===== config.mk =====
export PLATFORM = sky130hd
export DESIGN_NAME = twma_ctrl
export DESIGN_NICKNAME = d
export VERILOG_FILES = /design/src/rtl/twma_pkg.sv /design/src/rtl/twma_ctrl.sv
export SDC_FILE = /design/constraint.sdc
export NUM_CORES = 1
export LEC_CHECK = 0
export BUFFER_PORTS_ARGS = -buffer_cell sky130_fd_sc_hd__buf_4
export CAP_MARGIN = 20
export CORE_AREA = 2 2 39 41
export CTS_CLUSTER_SIZE = 25
export DETAILED_ROUTE_END_ITERATION = 12
export DIE_AREA = 0 0 41 43
export GPL_ROUTABILITY_DRIVEN = 0
export PLACE_DENSITY = 0.44
export SLEW_MARGIN = 5
export SYNTH_ARGS = -nofsm -noshare
export SYNTH_HDL_FRONTEND = slang
export SYNTH_SLANG_ARGS = --single-unit

===== constraint.sdc =====
create_clock -name clock -period 1.27 [get_ports clock]
set_input_delay 0.127 -clock clock [delete_from_list [all_inputs] [get_ports clock]]
set_output_delay 0.127 -clock clock [all_outputs]
set_load 0.01 [all_outputs]

===== src/rtl/twma_pkg.sv =====
// shared types and fixed widths for the time window moving average block
// no dependencies
`default_nettype none

package twma_pkg;

   localparam int TIME_W       = 30;   // sample timestamp, ms
   localparam int PWR_IN_W     = 16;   // raw signed power
   localparam int PWR_W        = 15;   // power after clamping at zero
   localparam int HR_W         = 8;
   localparam int SEC_W        = 20;
   localparam int WIN_W        = 12;
   localparam int FRAC_W       = 8;    // 1/256 units
   localparam int QUO_W        = PWR_W + FRAC_W;
   localparam int HR_AVG_W     = 16;
   localparam int CNT_OUT_W    = 11;
   localparam int MS_W         = 10;
   localparam int LIMIT_W      = SEC_W + MS_W;
   localparam int CSR_ADDR_W   = 3;
   localparam int CSR_DATA_W   = 32;

   localparam logic [MS_W-1:0]  MS_PER_SEC    = 10'd1000;
   localparam logic [WIN_W-1:0] WINDOW_RESET  = 12'd30;
   // register index as seen on paddr[2]
   localparam logic             CSR_IDX_WINDOW = 1'b0;

   typedef struct packed {
      logic [TIME_W-1:0] time_ms;
      logic [PWR_W-1:0]  power;
      logic [HR_W-1:0]   hr;
   } twma_entry_type;

   typedef struct packed {
      logic capture;     // latch input item, clear result
      logic push;        // store sample or flag overflow
      logic load_limit;  // register eviction limit
      logic pop;         // drop fifo head
      logic div_start;   // load both dividers
      logic div_step;    // one quotient bit
      logic load_out;    // move result to output register
   } twma_cmd_type;

   typedef struct packed {
      logic is_tick;
      logic late;
      logic warm;
      logic head_old;
      logic count_zero;
      logic div_done;
      logic out_free;
   } twma_stat_type;

endpackage

`default_nettype wire


===== src/rtl/twma_ctrl.sv =====
// sequencer for the time window moving average block
// depends on twma_pkg for the command and status structs
`default_nettype none

module twma_ctrl
   import twma_pkg::*;
(
   input  wire logic          clock,
   input  wire logic          reset,
   input  wire logic          req_valid,
   output      logic          req_stall,
   input  wire twma_stat_type stat,
   output      twma_cmd_type  cmd
);

   localparam logic [2:0] ST_IDLE       = 3'd0;
   localparam logic [2:0] ST_DECODE     = 3'd1;
   localparam logic [2:0] ST_EVICT_CHK  = 3'd2;
   localparam logic [2:0] ST_EVICT_WAIT = 3'd3;
   localparam logic [2:0] ST_DIV_START  = 3'd4;
   localparam logic [2:0] ST_DIV_RUN    = 3'd5;
   localparam logic [2:0] ST_FINISH     = 3'd6;

   logic [2:0] state_ff;
   logic [2:0] state_in;

   assign req_stall = (state_ff != ST_IDLE);

   always_comb begin
      state_in = state_ff;
      cmd      = '0;
      case (state_ff)
         ST_IDLE: begin
            if (req_valid) begin
               cmd.capture = 1'b1;
               state_in    = ST_DECODE;
            end
         end
         ST_DECODE: begin
            if (!stat.is_tick) begin
               cmd.push = 1'b1;
               state_in = ST_IDLE;
            end else if (stat.late) begin
               state_in = ST_IDLE;
            end else if (stat.warm) begin
               state_in = ST_FINISH;
            end else begin
               cmd.load_limit = 1'b1;
               state_in       = ST_EVICT_CHK;
            end
         end
         ST_EVICT_CHK: begin
            if (stat.head_old) begin
               cmd.pop  = 1'b1;
               state_in = ST_EVICT_WAIT;
            end else if (stat.count_zero) begin
               state_in = ST_FINISH;
            end else begin
               state_in = ST_DIV_START;
            end
         end
         ST_EVICT_WAIT: begin
            // head read data refreshes for the new head
            state_in = ST_EVICT_CHK;
         end
         ST_DIV_START: begin
            cmd.div_start = 1'b1;
            state_in      = ST_DIV_RUN;
         end
         ST_DIV_RUN: begin
            cmd.div_step = 1'b1;
            if (stat.div_done) begin
               state_in = ST_FINISH;
            end
         end
         ST_FINISH: begin
            if (stat.out_free) begin
               cmd.load_out = 1'b1;
               state_in     = ST_IDLE;
            end
         end
         default: begin
            state_in = ST_IDLE;
         end
      endcase
   end

   always_ff @(posedge clock) begin
      if (reset) begin
         state_ff <= ST_IDLE;
      end else begin
         state_ff <= state_in;
      end
   end

endmodule

`default_nettype wire


# After elaboration in Yosys (flattened, before gate mapping)
# Index checks and enable logic that the tools add are counted.
[op_classes] n_eq_ne=9 muxes=22 n_reduce_logical=3
[op_table] cell="two-way mux 3 bit" count=7
[op_table] cell="case mux 3 bit (7 select lines)" count=1
[op_table] cell="two-way mux 1 bit" count=12
[op_table] cell="== test 3 bit, second input constant" count=3
[op_table] cell="== test 3 x 2 -> 1 bit, second input constant" count=2
[op_table] cell="inequality test 2 bit, second input constant" count=3
[op_table] cell="two-way mux 2 bit" count=2
[op_table] cell="== test 3 x 1 -> 1 bit, second input constant" count=1
[op_table] cell="logical NOT 3 bit" count=1
[op_table] cell="AND reduction 3 bit" count=1
[op_table] cell="nonzero test 3 bit" count=1
[totals] register_bits=3

# Depth between registers and ports, before layout
[depth] word_depth=4 ltp_mapped=5 depth_no_buf=4

# Worst setup path after synthesis
# No wires, ideal clock.
[synth_path] path_type="flip-flop to output port" startpoint="register state_ff[0]" endpoint="output cmd[4] (netlist bit)" t_arrival_ps=1106 required_ps=1143 slack_ps=37 stages_incl_launch_ff=4 path_buffers=1 cell_sequence="dfxtp_1 -> buf_6 -> or3b_4 -> nor3_1"
[synth_lines] element="start: declaration" line_no="twma_ctrl.sv:24" source="logic [2:0] state_ff;"
[synth_lines] element="start signal: assignment" line_no="twma_ctrl.sv:92" source="state_ff <= state_in;"
[synth_lines] element="end: declaration" line_no="twma_ctrl.sv:13" source="output twma_cmd_type cmd"

==> flow_summary_export.csv <==
group,metric,value,unit
clocking,clock_sinks,3,
setup_path,rrSetupSlack,0.09,ns
sta,finalHoldViolations,0,
clocking,cts_buffer_depth,2,
synth,synth_warnings,0,
sta,fin_ws,-0.146,ns
finish,layout-drive-gt1-share,0.746,
clocking,clk_latency,0.25,ns
detailed_routing,top_layer,"met4",
place,hpwl,623,microns
setup_path,setup.worst_path.start_class,"register",
finish,final_common_cell,"buf_4",
finish,synthToLayoutAreaGrowth,105,%
sta,setup_viol,3,
sta,slew_headroom,0.802,
detailed_routing,drt_first_pass_iters,5,
die,core,0.00138,sq mm
die,die_h,43,microns
synth,yosys.area.top_type,"dfxtp_1",
synth,syn_inst,36,
synth,synth.cell_area,265,sq um
min_path,worst_hold_path_type,"in -> reg",
synth,syn_avg_cell_area,7.37,sq um
finish,final_cell_mix,"buf_4 (20), nor2_1 (5), buf_6 (4)",
clocking,numCtsBuffers,3,
detailed_routing,drt-met1-wl,375,microns
synth,netlist_top_cells_area,"dfxtp_1 (23%), nor2_1 (9.9%), nor3_1 (7.5%), a221oi_2 (5.7%), inv_1 (5.7%)",
clocking,holdBufCountCts,0,
clocking,cts_tree,"built",
detailed_routing,drc,0,
sta,tightest_slew,0.294,ns
finish,top_register,"state_ff",
global_routing,grt_pass1_vias,326,
clocking,root_buffer,"clkbuf_4",
finish,reg.largest.list,"state_ff x3",
sta,max_freq,0.706,GHz
die,die-area,0.00176,sq mm
sta,drv_slew,0,
global_routing,grt_pass1_wl,1440,microns
detailed_routing,drtIter0Drc,4,
synth,synth.top_cell.area_share,0.226,
die,die_w,41,microns
clocking,h-tree-depth,1,
die,start_util,0.192,
finish,fillCellCount,157,
power_and_ir_drop,p_leak,0.000253,uW
die,rows,14,
finish,largest_reg_flops,3,
die,io-pin-count,18,
run_status,status,"complete, but fails checks",
synth,synth_fp_nets,46,
setup_path,critPathArrivalTime,1.29,ns
clocking,path_clk_slew,0.05,ns
global_routing,grt.overflow.total,0,
sta,rsz0062_at_grt,"yes",
finish,nets,74,
setup_path,cp_data_required_time,1.14,ns
power_and_ir_drop,peakVddDrop,0.317,mV
global_routing,grt_usage,0.127,
setup_path,worst-setup-path-type,"reg -> out",
synth,yosysSeqAreaShare,0.226,
setup_path,path_cells,"or3b_4 > nor3_2 > buf_4",
synth,synth.distinct_cells,20,
detailed_routing,wl_met3,62,microns
sta,whs,0.0879,ns
global_routing,antenna_found_initial,0,
setup_path,cpMaxStageDelayCell,"or3b_4",
detailed_routing,dr_wl_met2,465,microns
finish,design_area,543,sq um
detailed_routing,wl_per_cell,11.7,microns
run_status,violations,"negative setup slack",
setup_path,cpPeakStageDelay,0.40,ns
place,portBuffers,17,
job,cap_viol_max_count,0,
sta,min_period_over_period,1.11,
detailed_routing,vias_per_cell,4.48,
sta,final.min_clock_period,1.42,ns
finish,finish.utilization,0.392,
synth,ys_ff_latch,3,
power_and_ir_drop,power_density,795,mW/mm^2
setup_path,setup.worst_path.end_class,"primary output",
sta,clock_skew,0.0118,ns
detailed_routing,ant_nets,0,
detailed_routing,wirelength,922,microns
place,placed_area,424,sq um
setup_path,crit_fanout,5,
finish,diodes,0,
global_routing,grt_max_degree,7,
detailed_routing,vias,354,
-- critical path: cells and delay by family (launching register included) --
kind                   cells  cell delay, ns
buffers and inverters      1            0.14
DFF                        1            0.35
and+or+nand+nor            2            0.56
-- power by group --
part           leakage (uW)  internal [uW]  switching (uW)
clock             0.0000150            119            67.6
combinational      0.000212           81.6            59.1
sequential        0.0000261           99.7            5.03
-- worst paths after layout --
| kind | depth (start not counted) | start | endpoint |
|---|---|---|---|
| hold / removal | 2 | reset | state_ff[2] |
| setup / recovery | 3 | state_ff[1] | cmd[4] |
| setup reg to reg | 5 | state_ff[0] | state_ff[1] |
| hold reg to reg | 3 | state_ff[2] | state_ff[1] |
-- synth_stat cells, drive strengths merged --
cell type	instances
nand2b	1
nor2	8
o41ai	1
and2b	1
nor3	5
nand3	1
or2b	1
and3	3
a21oi	2
or3b	1
inv	4
or3	1
buf	1
dfxtp	3
o22ai	1
a221oi	1
a21boi	1
-- layer usage --
metal | global-route usage | vias up
met4 | 0.100 | 0
met5 | 0 | -
met3 | 0.0314 | 2
met2 | 0.166 | 16
li1 | - | 180
met1 | 0.169 | 156
-- stage by stage --
stage | instances | power (uW) | worst slack, ns | TNS (ns)
floorplan | 36 | 164 | 0.0366 | 0
global placement | 71 | 222 | 0.0667 | 0
detailed placement | 71 | 221 | 0.0628 | 0
CTS | 77 | 408 | -0.145 | -0.451
global route | 79 | 468 | -0.199 | -0.512
finish | 79 | 432 | -0.146 | -0.249
-- what timing repair did --
| action | CTS | global route |
|---|---|---|
| pin swaps | 3 | 4 |
| setup buffers | 2 | 2 |
| setup endpoints to repair | 6 | 7 |
| gates cloned | 0 | 0 |
| hold endpoints to repair | 0 | 0 |
| gates resized for setup | 7 | 14 |
-- final cells by class --
| cell class | count | area [sq um] | area share |
|---|---|---|---|
| inverter | 4 | 17.5 | 0.0323 |
| clock buffer | 4 | 26.3 | 0.0484 |
| sequential | 3 | 66.3 | 0.122 |
| timing repair buffer | 24 | 195 | 0.359 |
| tap | 16 | 20.0 | 0.0369 |
| multi-input combinational | 28 | 218 | 0.401 |
-- kinds of logic (layout without fill, tap and decap cells) --
family,Yosys count,in the layout,synth area share
and+or+nand+nor,22,22,0.495
AOI/OAI and AO/OA,6,6,0.179
buffers and inverters,5,32,0.0990
DFF,3,3,0.226
Power figures use the tool's default switching activity.
